## src/hdl/p2d_pkg.sv

```systemverilog
package p2d_pkg;

  // table geometry and field widths
  localparam int ROWS    = 64;
  localparam int COLS    = 64;
  localparam int RB      = 6;
  localparam int CB      = 6;
  localparam int IDX_W   = (RB > CB) ? RB : CB;
  localparam int CELL_AW = RB + CB;
  localparam int WB      = 16;
  localparam int FB      = 24;
  localparam int PF_W    = 22;
  localparam int MP_W    = 28;
  localparam int TGT_W   = MP_W + FB;
  localparam int PDF_W   = 32;

  // shared divider geometry
  localparam int DVD_W   = 44;
  localparam int DVS_W   = 28;
  localparam int Q_W     = 32;
  localparam int DEN_SH  = RB + CB + 16;
  localparam int SAT_SH  = Q_W - DEN_SH;
  localparam int FRAC_U  = FB - CB;
  localparam int FRAC_V  = FB - RB;

  typedef enum logic [1:0] {
    REQ_LOAD   = 2'd0,
    REQ_SAMPLE = 2'd1,
    REQ_QUERY  = 2'd2,
    REQ_NONE   = 2'd3
  } req_e;

  // query cells travel in row/col
  typedef struct packed {
    req_e          kind;
    logic [RB-1:0] row;
    logic [CB-1:0] col;
    logic [WB-1:0] weight;
    logic [FB-1:0] rand_row;
    logic [FB-1:0] rand_col;
  } cmd_t;

  typedef struct packed {
    logic [FB-1:0]    u_coord;
    logic [FB-1:0]    v_coord;
    logic [PDF_W-1:0] pdf_value;
    logic [RB-1:0]    row_index;
    logic [CB-1:0]    col_index;
    logic             status;
  } res_t;

  typedef enum logic [4:0] {
    ST_CLEAR, ST_IDLE,
    ST_LD_RD, ST_LD_WR, ST_PF_RD, ST_PF_WR, ST_RT_RD, ST_RT_WR, ST_MP_RD, ST_MP_WR,
    ST_MUL, ST_S_RD, ST_S_CMP, ST_R_RD, ST_R_GOT, ST_V_WAIT,
    ST_C_RD, ST_C_GOT, ST_U_WAIT, ST_Q_RD, ST_Q_GOT, ST_P_WAIT, ST_RESULT
  } back_state_e;

endpackage

```

## src/hdl/p2d_fifo.sv

```systemverilog
module p2d_fifo #(
  parameter int WIDTH = 8,
  parameter int DEPTH = 2
) (
  input  logic             clk_i,
  input  logic             rst_ni,
  input  logic             push_i,
  input  logic [WIDTH-1:0] wdata_i,
  output logic             full_o,
  input  logic             pop_i,
  output logic [WIDTH-1:0] rdata_o,
  output logic             empty_o
);

  localparam int PW = $clog2(DEPTH);

  logic [WIDTH-1:0] mem_q [DEPTH];
  logic [PW-1:0]    wp_q, rp_q;
  logic [PW:0]      cnt_q;
  logic             do_push, do_pop;

  assign full_o  = (cnt_q == (PW+1)'(DEPTH));
  assign empty_o = (cnt_q == '0);
  assign do_push = push_i && !full_o;
  assign do_pop  = pop_i && !empty_o;
  assign rdata_o = mem_q[rp_q];

  always_ff @(posedge clk_i or negedge rst_ni) begin
    if (!rst_ni) begin
      wp_q  <= '0;
      rp_q  <= '0;
      cnt_q <= '0;
    end else begin
      if (do_push) wp_q <= wp_q + 1'b1;
      if (do_pop)  rp_q <= rp_q + 1'b1;
      cnt_q <= cnt_q + (PW+1)'(do_push) - (PW+1)'(do_pop);
    end
  end

  always_ff @(posedge clk_i) begin
    if (do_push) begin
      mem_q[wp_q] <= wdata_i;
    end
  end

endmodule

```

## src/hdl/p2d_front.sv

```systemverilog
module p2d_front (
  input  logic                          clk_i,
  input  logic                          rst_ni,
  input  logic                          push_i,
  output logic                          full_o,
  input  logic                          clearing_i,
  input  logic [1:0]                    req_type_i,
  input  logic [p2d_pkg::RB-1:0]        row_i,
  input  logic [p2d_pkg::CB-1:0]        col_i,
  input  logic [p2d_pkg::WB-1:0]        weight_i,
  input  logic [p2d_pkg::FB-1:0]        rand_row_i,
  input  logic [p2d_pkg::FB-1:0]        rand_col_i,
  input  logic [p2d_pkg::FB-1:0]        query_u_i,
  input  logic [p2d_pkg::FB-1:0]        query_v_i,
  input  logic                          cmd_pop_i,
  output p2d_pkg::cmd_t                 cmd_o,
  output logic                          cmd_empty_o
);

  p2d_pkg::cmd_t                      cmd_in;
  logic                               q_full;
  logic [$bits(p2d_pkg::cmd_t)-1:0]   q_rdata;

  // query point maps to its cell: top bits of each fraction
  always_comb begin
    cmd_in          = '0;
    cmd_in.kind     = p2d_pkg::req_e'(req_type_i);
    cmd_in.weight   = weight_i;
    cmd_in.rand_row = rand_row_i;
    cmd_in.rand_col = rand_col_i;
    if (cmd_in.kind == p2d_pkg::REQ_QUERY) begin
      cmd_in.row = query_v_i[p2d_pkg::FB-1 -: p2d_pkg::RB];
      cmd_in.col = query_u_i[p2d_pkg::FB-1 -: p2d_pkg::CB];
    end else begin
      cmd_in.row = row_i;
      cmd_in.col = col_i;
    end
  end

  assign full_o = q_full || clearing_i;

  p2d_fifo #(
    .WIDTH($bits(p2d_pkg::cmd_t)),
    .DEPTH(2)
  ) u_cmd_q (
    .clk_i  (clk_i),
    .rst_ni (rst_ni),
    .push_i (push_i && !clearing_i),
    .wdata_i(cmd_in),
    .full_o (q_full),
    .pop_i  (cmd_pop_i),
    .rdata_o(q_rdata),
    .empty_o(cmd_empty_o)
  );

  assign cmd_o = p2d_pkg::cmd_t'(q_rdata);

endmodule

```

## config.mk

```make
export PLATFORM = sky130hd
export DESIGN_NAME = p2d_front
export DESIGN_NICKNAME = d
export VERILOG_FILES = /design/src/hdl/p2d_pkg.sv /design/src/hdl/p2d_fifo.sv /design/src/hdl/p2d_front.sv
export SDC_FILE = /design/constraint.sdc
export NUM_CORES = 1
export LEC_CHECK = 0
export ABC_AREA = 1
export BUFFER_PORTS_ARGS = -buffer_cell sky130_fd_sc_hd__buf_2
export CORE_MARGIN = 2
export CORE_UTILIZATION = 30
export CTS_BUF_LIST = sky130_fd_sc_hd__clkbuf_2
export DETAILED_ROUTE_END_ITERATION = 8
export SETUP_SLACK_MARGIN = 0.05
export SYNTH_ARGS = -nofsm -noshare
export SYNTH_HDL_FRONTEND = slang
export SYNTH_SLANG_ARGS = --single-unit
```

## constraint.sdc

```tcl
create_clock -name clk_i -period 7.68 [get_ports clk_i]
set_input_delay 1.152 -clock clk_i [delete_from_list [all_inputs] [get_ports clk_i]]
set_output_delay 1.152 -clock clk_i [all_outputs]
set_load 0.05 [all_outputs]
```

## Yosys cells after proc, flatten, opt, wreduce, memory -nomap -nowiden

Memory sizes are Yosys's and may differ from the RTL's.
Cells that the tools add are included.
W data, S select, Z words.

- Input port bits: 131
- Memory bits (writable): 156
- Memories: 1
- Output and inout port bits: 80
- Logic and storage cells: 21
- Register bits after elaboration: 4

Memories:

| name | words | width | read ports | clocked after Yosys merged registers in | wr ports | line | RTL |
|---|---|---|---|---|---|---|---|
| u_cmd_q.mem_q | 2 | 78 | 1 | 0 | 1 | p2d_fifo.sv:17 | `logic [WIDTH-1:0] mem_q [DEPTH];` |

- Equal/unequal tests: 2
- Add/subtract/negate cells: 4
- Reduce and logical (&&, ||, !) cells: 8
- Mux-type cells: 3

Operators with widths:

| operator | number |
|---|---|
| $mux W12 | 1 |
| $eq A2 B2 Y1 const B | 2 |
| $logic_and A1 B1 Y1 | 3 |
| $logic_not A1 Y1 | 3 |
| $add A1 B1 Y1 const B | 2 |
| $add A2 B1 Y2 | 1 |
| $logic_not A2 Y1 | 1 |
| $mux W1 | 2 |
| $sub A2 B1 Y2 | 1 |
| $logic_or A1 B1 Y1 | 1 |

## Longest topological paths before layout

Gate-level depths: netlist (run 1).

- Depth in word-level cells: 5
- Gate-level depth with buffers: 10
- Depth with buffers taken out: 10

## Cells and area by module

Synthesis (run 1) repeated with hierarchy kept, for this count alone.

- Cells, all modules: 485
- Area, all modules: 6105.9 um^2

Modules (own cells, without submodules):

| module | times used | sequential area each (um^2) | area each (um^2) | cells an instance |
|---|---|---|---|---|
| p2d_fifo | 1 | 4784.6 | 5908.2 | 441 |
| p2d_front | 1 | 0.0 | 197.7 | 44 |

## Worst setup path before layout (run 1)

OpenSTA, ideal clock, no wires.

- Kind: input to register
- Start: input port push_i
- End: memory u_cmd_q.mem_q[1][0] (netlist name) (enable)
- Path slack: 2.536 ns
- Cell stages on the path: 4
- Library setup time: 0.515 ns
- Arrival: 4.630 ns
- Data required time: 7.165 ns
- Cells stage by stage: inv_1 nor2_1 nand2_1 nor2_1

- Cells in the longest elaborated chain, start to end: 4

RTL lines:

| element | line | RTL |
|---|---|---|
| start: declaration | p2d_front.sv:4 | `input logic push_i,` |
| $logic_and A1 B1 Y1 | p2d_front.sv:48 | `.push_i (push_i && !clearing_i),` |
| $logic_and A1 B1 Y1 | p2d_fifo.sv:24 | `assign do_push = push_i && !full_o;` |
| $mux W1 | p2d_fifo.sv:41 | `if (do_push) begin` |
| $mux W1 (implied by the code) | p2d_fifo.sv:42 | `mem_q[wp_q] <= wdata_i;` |
| end: declaration | p2d_fifo.sv:17 |  |

No other way between the ends.

==> results of run 1 <==
## final cells by class
cell class                 instances  area share, %
sequential                       160           64.7
multi-input combinational        292           15.4
timing repair buffer             176           12.0
tap                              270           4.56
clock buffer                      21           1.42
clock inverter                    11           1.22
inverter                          14          0.761
## registers in the layout (all words and copies together), names as in the netlist
signal,flops
u_cmd_q.wp_q,1
u_cmd_q.rp_q,1
u_cmd_q.cnt_q,2
u_cmd_q.mem_q,156
## metrics by stage
stage | setup slack (ns) | util [%] | cells | hold WS, ns
2_1_floorplan | 2.54 | - | 486 | 0.442
3_3_place_gp | 4.25 | 35.9 | 912 | 0.460
3_5_place_dp | 4.26 | 35.9 | 912 | 0.466
4_1_cts | 3.42 | 36.8 | 944 | 0.112
5_1_grt | 3.28 | 36.8 | 944 | 0.127
6_report | 3.66 | 36.8 | 944 | 0.260
## power breakdown
group	internal [mW]	switching [mW]	total, mW
clock	0.119	0.280	0.399
sequential	1.09	0.0944	1.18
combinational	0.246	1.03	1.28
## kinds of logic after synthesis
family	after synthesis	share of synthesized area, %
fa+ha+maj	2	0.410
flops	160	78.5
buf+inv	34	2.94
simple gates	290	18.2
## worst register-to-register path: cells and delay by family, from the launching register on
| kind | cells | cell delay, ns |
|---|---|---|
| AND/OR/NAND/NOR | 3 | 0.90 |
| flip-flops | 1 | 0.44 |
| buffers and inverters | 1 | 0.75 |
## placed cells by master, fill, tap and decap left out
cell type	instances
inv_6	1
clkinvlp_4	2
edfxtp_1	156
inv_1	12
clkinv_2	5
buf_4	2
buf_2	174
clkinv_4	1
ha_1	2
dfrtp_4	1
clkbuf_2	21
clkinv_1	2
dfrtp_1	3
nand2_1	273
nand3_1	15
nor2_1	1
nor2_4	1
bufinv_16	1
inv_4	1
## worst max-delay path by stage
| stage | start | end | slack, ns |
|---|---|---|---|
| after floorplan | push_i | u_cmd_q.mem_q[1][0] | 2.54 |
| after global placement | clearing_i | u_cmd_q.mem_q[1][2] | 4.25 |
| after detailed placement | clearing_i | u_cmd_q.mem_q[1][59] | 4.26 |
| after CTS | u_cmd_q.rp_q | cmd_o[21] | 3.42 |
| after global routing | u_cmd_q.rp_q | cmd_o[28] | 3.28 |
| final | u_cmd_q.rp_q | cmd_o[19] | 3.66 |
## per-layer routing
layer  vias up  global-route usage (%)  share of wire (%)  wire (µm)
met2       117                    20.6                 50       6400
met5         -                       0                  0          0
met3         7                    3.81                5.3        690
met4         0                    4.42                1.2        149
met1      1815                    15.0                 44       5680
li1       1969                       -                  -          -
==> run summary, run 1 <==
Status = complete, no violations
Placer's final routability congestion estimate = 0.717
Arrival @ worst endpoint = 2.86 ns
Period minus WS final = 4.02 ns
Crit-path cells = inv_4 > nand2_1 > nand2_1 > buf_2
Antenna diode count = 0
Most used flip-flop cell after synthesis = edfxtp_1
Die X = 147 µm
FILL cells = 1964
Total GRT Usage = 12.3%
Synth Warn # = 0
Htree depth = 4
Yosys top cell area share = 76.8%
Net Count, Synth = 619
LEAKAGE = 3.24 nW
Crit path required time = 6.53 ns
Largest net degree at the start of global routing = 81
Fin area = 7400 µm²
Antenna Violating Nets Remaining = 0
Number of remaining DRC errors = 0
Pwr/cell area = 386 nW/µm²
Final period utilization = 52.3%
Initial antenna violation count = 0
Via-per-instance ratio = 4.14
Count of buffers from port buffering = 174
Unique masters post-synth = 11
Initial drt markers = 161
IR drop worst, VDD = 0.000261 V
Multi-input logic area = 1140 µm²
Slowest stage cell, crit path = dfrtp_4
R2R Path End = u_cmd_q.mem_q[1][77]
Setup repair after global routing missed its margin = false
Critical path depth = 4
Clock Tree Buf Depth = 2
Final Max Tran Viols = 0
Root buffer cell = clkbuf_2
Global-route wire length before repair = 19900 µm
Vias in the first global route = 3776
Hold Path Class = input port to async pin
Worst skew pair latency = 0.67 ns
Cells after Synth = 486
Post-CTS Setup Repair Bufs = 0
Synth Register Bits = 160
Die area = 21500 µm²
Core area = 20100 µm²
Count leader, synth = nand2_1
Via count = 3908
Setup Skew = 0.0319 ns
Power, Total = 2.86 mW
Critical setup path kind = flop to output port
Layout cells sized above 1 = 31.2%
EDFF count, synth = 156
CTS Sinks = 160
Grt ovf = 0
Post-CTS Hold Buffers = 0
Clock slew at reported path FFs = 0.20 ns
Cell accounting for the most synthesized area = edfxtp_1
R2r setup slk = 5.24 ns
Post-synthesis sequential area ratio = 78.5%
# resized after CTS = 0
Critical Path End Type = output port
Io pins = 211
Total CTS buffers = 17
Synth cell count leaders = 273 x nand2_1, 156 x edfxtp_1, 15 x buf_2, 15 x nand3_1, 13 x inv_1
Total wire length = 12900 µm
R2R cell count = 4
Site Rows = 52
CP top delay family = buffers and inverters
FF-to-FF Start = u_cmd_q.cnt_q[1]
Max cap viols = 0
WP buf/inv = 2
Hpwl dp = 7890 µm
Pre-Repair DR Iteration Count = 4
Least-Margin Pin Slew = 0.969 ns
Final hold vios = 0
Nature of the critical path startpoint = flop
Async SR Flop Fraction = 2.50%
Area Growth Syn to Fin = 21.4%
Max-slew headroom = 35.4%
Critical path peak fanout = 80
Critical Path Most Common Cell = nand2_1
Final nets = 794
Starting Density = 30.3%
CTS tree = done
Netlist Area Pre-Place = 6100 µm²
Sequential cell area = 4790 µm²
Chip height = 147 µm
Dominant cells by area after synthesis = edfxtp_1 77%, nand2_1 17%, dfrtp_1 1.6%
Mean post-synth cell area = 12.5 µm²
Setup Viol. Count Final = 0
Dpl cell area = 7210 µm²
Critical Path Max Stage Delay = 0.87 ns
Fmax = 249 MHz
Post-route setup TNS = 0 ns
DR WL/cell = 13.7 µm
(Power assumes the default switching activity.)
==> run 2, diff against run 1 <==
Clock period 7.68 ns to 3.85 ns, I/O delays scaled along.
==> run 2 against run 1 <==
  * Worst hold slack got worse by 0.11 ns
  * Via count up 5.9%
  * Power is 110% higher
  * First-iteration DRC count is 3.1% lower
  * Register-to-register slack got worse by 3.4 ns
  * Sequential cell count did not move
  * Sequential power increased by 87%
  * Critical path type unchanged
  * Highest routed layer unchanged
==> run summary, run 2 (synthesized netlist as in run 1, its figures left out) <==
Die X = 147 µm (unchanged)
Commonest cells after routing, fill and taps aside = 273 x nand2_1, 174 x buf_2, 156 x edfxtp_1 (unchanged)
Net Switching = 2.85 mW (was 1.40 mW)
Gate power share = 46.8% (was 44.7%)
Max-slew headroom = 39.0% (was 35.4%)
Hold slack = 0.147 ns (was 0.260 ns)
Chip height = 147 µm (unchanged)
Root buffer cell = clkbuf_2 (unchanged)
Int Pwr = 3.02 mW (was 1.45 mW)
Clock Tree Buf Depth = 2 (unchanged)
Nature of the critical path startpoint = flop (unchanged)
Core area = 20100 µm² (unchanged)
Power, Total = 5.87 mW (was 2.86 mW)
Critical setup path kind = flop to output port (unchanged)
Grt ovf = 0 (unchanged)
Pre-Repair DR Iteration Count = 6 (was 4)
Critical path peak fanout = 79 (was 80)
Placer's final routability congestion estimate = 0.709 (was 0.717)
Site Rows = 52 (unchanged)
Die area = 21500 µm² (unchanged)
Vias in the first global route = 4060 (was 3776)
IR drop worst, VDD = 0.000392 V (was 0.000261 V)
Final cell count without fillers = 1014 (was 944)
Final Max Tran Viols = 0 (unchanged)
Antenna diode count = 0 (unchanged)
Pwr/cell area = 719 nW/µm² (was 386 nW/µm²)
LEAKAGE = 3.54 nW (was 3.24 nW)
FF-to-FF Start = u_cmd_q.cnt_q[0] (was u_cmd_q.cnt_q[1])
Total GRT Usage = 12.1% (was 12.3%)
Initial drt markers = 156 (was 161)
Final core occ = 40.6% (was 36.8%)
Global-route wire length before repair = 20000 µm (was 19900 µm)
Largest register FFs = 156 (unchanged)
Post-route setup TNS = 0 ns (unchanged)
Dpl cells = 915 (was 912)
Htree depth = 4 (unchanged)
Final nets = 864 (was 794)
Largest regs = u_cmd_q.mem_q: 156 flops, u_cmd_q.cnt_q: 2 flops (unchanged)
Sequential cell area = 4790 µm² (about the same)
Via-per-instance ratio = 4.08 (was 4.14)
CTS tree = done (unchanged)
Io pins = 211 (unchanged)
Initial antenna violation count = 0 (unchanged)
Worst skew pair latency = 0.69 ns (was 0.67 ns)
Crit path required time = 3.27 ns (was 6.53 ns)
Via count = 4140 (was 3908)
Sequential share of power = 37.7% (was 41.3%)
Biggest register = u_cmd_q.mem_q (unchanged)
Period minus WS final = 2.94 ns
Most common cell after layout, fill and taps aside = nand2_1 (unchanged)
Fmax = 340 MHz
Multi-input logic area = 1140 µm² (unchanged)
Area Growth Syn to Fin = 33.8% (was 21.4%)
Largest net degree at the start of global routing = 80 (was 81)
Setup Viol. Count Final = 0 (unchanged)
Max cap viols = 0 (unchanged)
Crit path from = u_cmd_q.rp_q (unchanged)
Post-CTS Setup Repair Bufs = 0 (unchanged)
Clock slew at reported path FFs = 0.24 ns (was 0.20 ns)
Total wire length = 12800 µm (was 12900 µm)
Clock share of power = 15.5% (was 14.0%)
Final period utilization = 76.4%
Setup repair after global routing missed its margin = false (unchanged)
Antenna Violating Nets Remaining = 0 (unchanged)
Arrival @ worst endpoint = 2.36 ns (was 2.86 ns)
Setup Skew = 0.0221 ns (was 0.0319 ns)
Status = complete, no violations (unchanged)
CTS Sinks = 160 (unchanged)
Starting Density = 30.3% (unchanged)
Count of buffers from port buffering = 174 (unchanged)
Critical Path End Type = output port (unchanged)
Hold_sp = row_i[4]
Layout cells sized above 1 = 28.8% (was 31.2%)
Final hold vios = 0 (unchanged)
Number of remaining DRC errors = 0 (unchanged)
Hpwl dp = 7720 µm (was 7890 µm)
DR WL/cell = 12.6 µm (was 13.7 µm)
Least-Margin Pin Slew = 0.916 ns (was 0.969 ns)
Hold Path Class = input port to flop (was input port to async pin)
Total CTS buffers = 17 (unchanged)
FILL cells = 1891 (was 1964)
Net Sw Frac = 48.6% (was 49.2%)
## run 2: cell types whose count changed in the layout (fill, tap and decap cells not counted)
| cell | previous run | this run |
|---|---|---|
| dfrtp_4 | 1 | 0 |
| dlygate4sd3_1 | 0 | 67 |
| buf_12 | 0 | 1 |
| clkinvlp_4 | 2 | 6 |
| dfrtp_2 | 0 | 1 |
| buf_4 | 2 | 4 |
| clkbuf_2 | 21 | 17 |
| clkinv_2 | 5 | 2 |
| bufinv_16 | 1 | 2 |
| clkinv_1 | 2 | 1 |
| inv_6 | 1 | 4 |
## run 2: worst paths after layout
kind	slack (ns)	to	depth (start not counted)
worst max-delay path	0.91	cmd_o[77]	4
worst min-delay path	0.15	u_cmd_q.mem_q[0][74]	3
worst max register to register	1.83	u_cmd_q.mem_q[0][35]	5
worst min register to register	0.51	u_cmd_q.wp_q	2
max in group asynchronous	3.55	u_cmd_q.cnt_q[1]	2
min in group asynchronous	0.17	u_cmd_q.rp_q	2
## run 2: layer usage
metal | wire (µm) | GRT usage [%] | vias up
met1 | 6010 | 15.3 | 1888
met2 | 5930 | 19.5 | 133
met5 | 0 | 0 | -
met3 | 676 | 3.47 | 15
li1 | - | - | 2104
met4 | 166 | 4.85 | 0
## run 2: power groups by stage
stage / Combinational, mW / Sequential, mW / Clock, mW
after global placement: 2.73 / 2.25 / 0
after CTS: 2.80 / 2.22 / 0.960
after floorplan: 2.10 / 2.26 / 0
after detailed placement: 2.74 / 2.26 / 0
after global routing: 2.94 / 2.23 / 1.01
final: 2.74 / 2.21 / 0.909
## run 2: area by class of cell
| class | instances | share of cell area, % |
|---|---|---|
| well taps | 270 | 4.14 |
| clock buffers | 17 | 1.04 |
| clock inverters | 15 | 1.93 |
| repair buffers | 246 | 19.5 |
| multi-input cells | 292 | 14.0 |
| flip-flops and latches | 160 | 58.7 |
| inverters | 14 | 0.691 |
## run 2: through the flow
stage	worst slack, ns	instance area (µm²)
CTS	0.737	8150
detailed placement	1.57	7240
global route	0.669	8150
global placement	1.58	7240
finish	0.909	8150
floorplan	0.588	6100
## run 2: timing repair
action / 4_1_cts / 5_1_grt
endpoints found under the hold margin: 135 / 0
hold buffers: 67 / 0
gates resized for setup: 0 / 0
## run 2: critical path, stage by stage, from the launching register on
cell and delay [ns]:
dfrtp_2 0.48, inv_4 0.60, nand2_1 0.12, nand2_1 0.11, buf_2 0.27
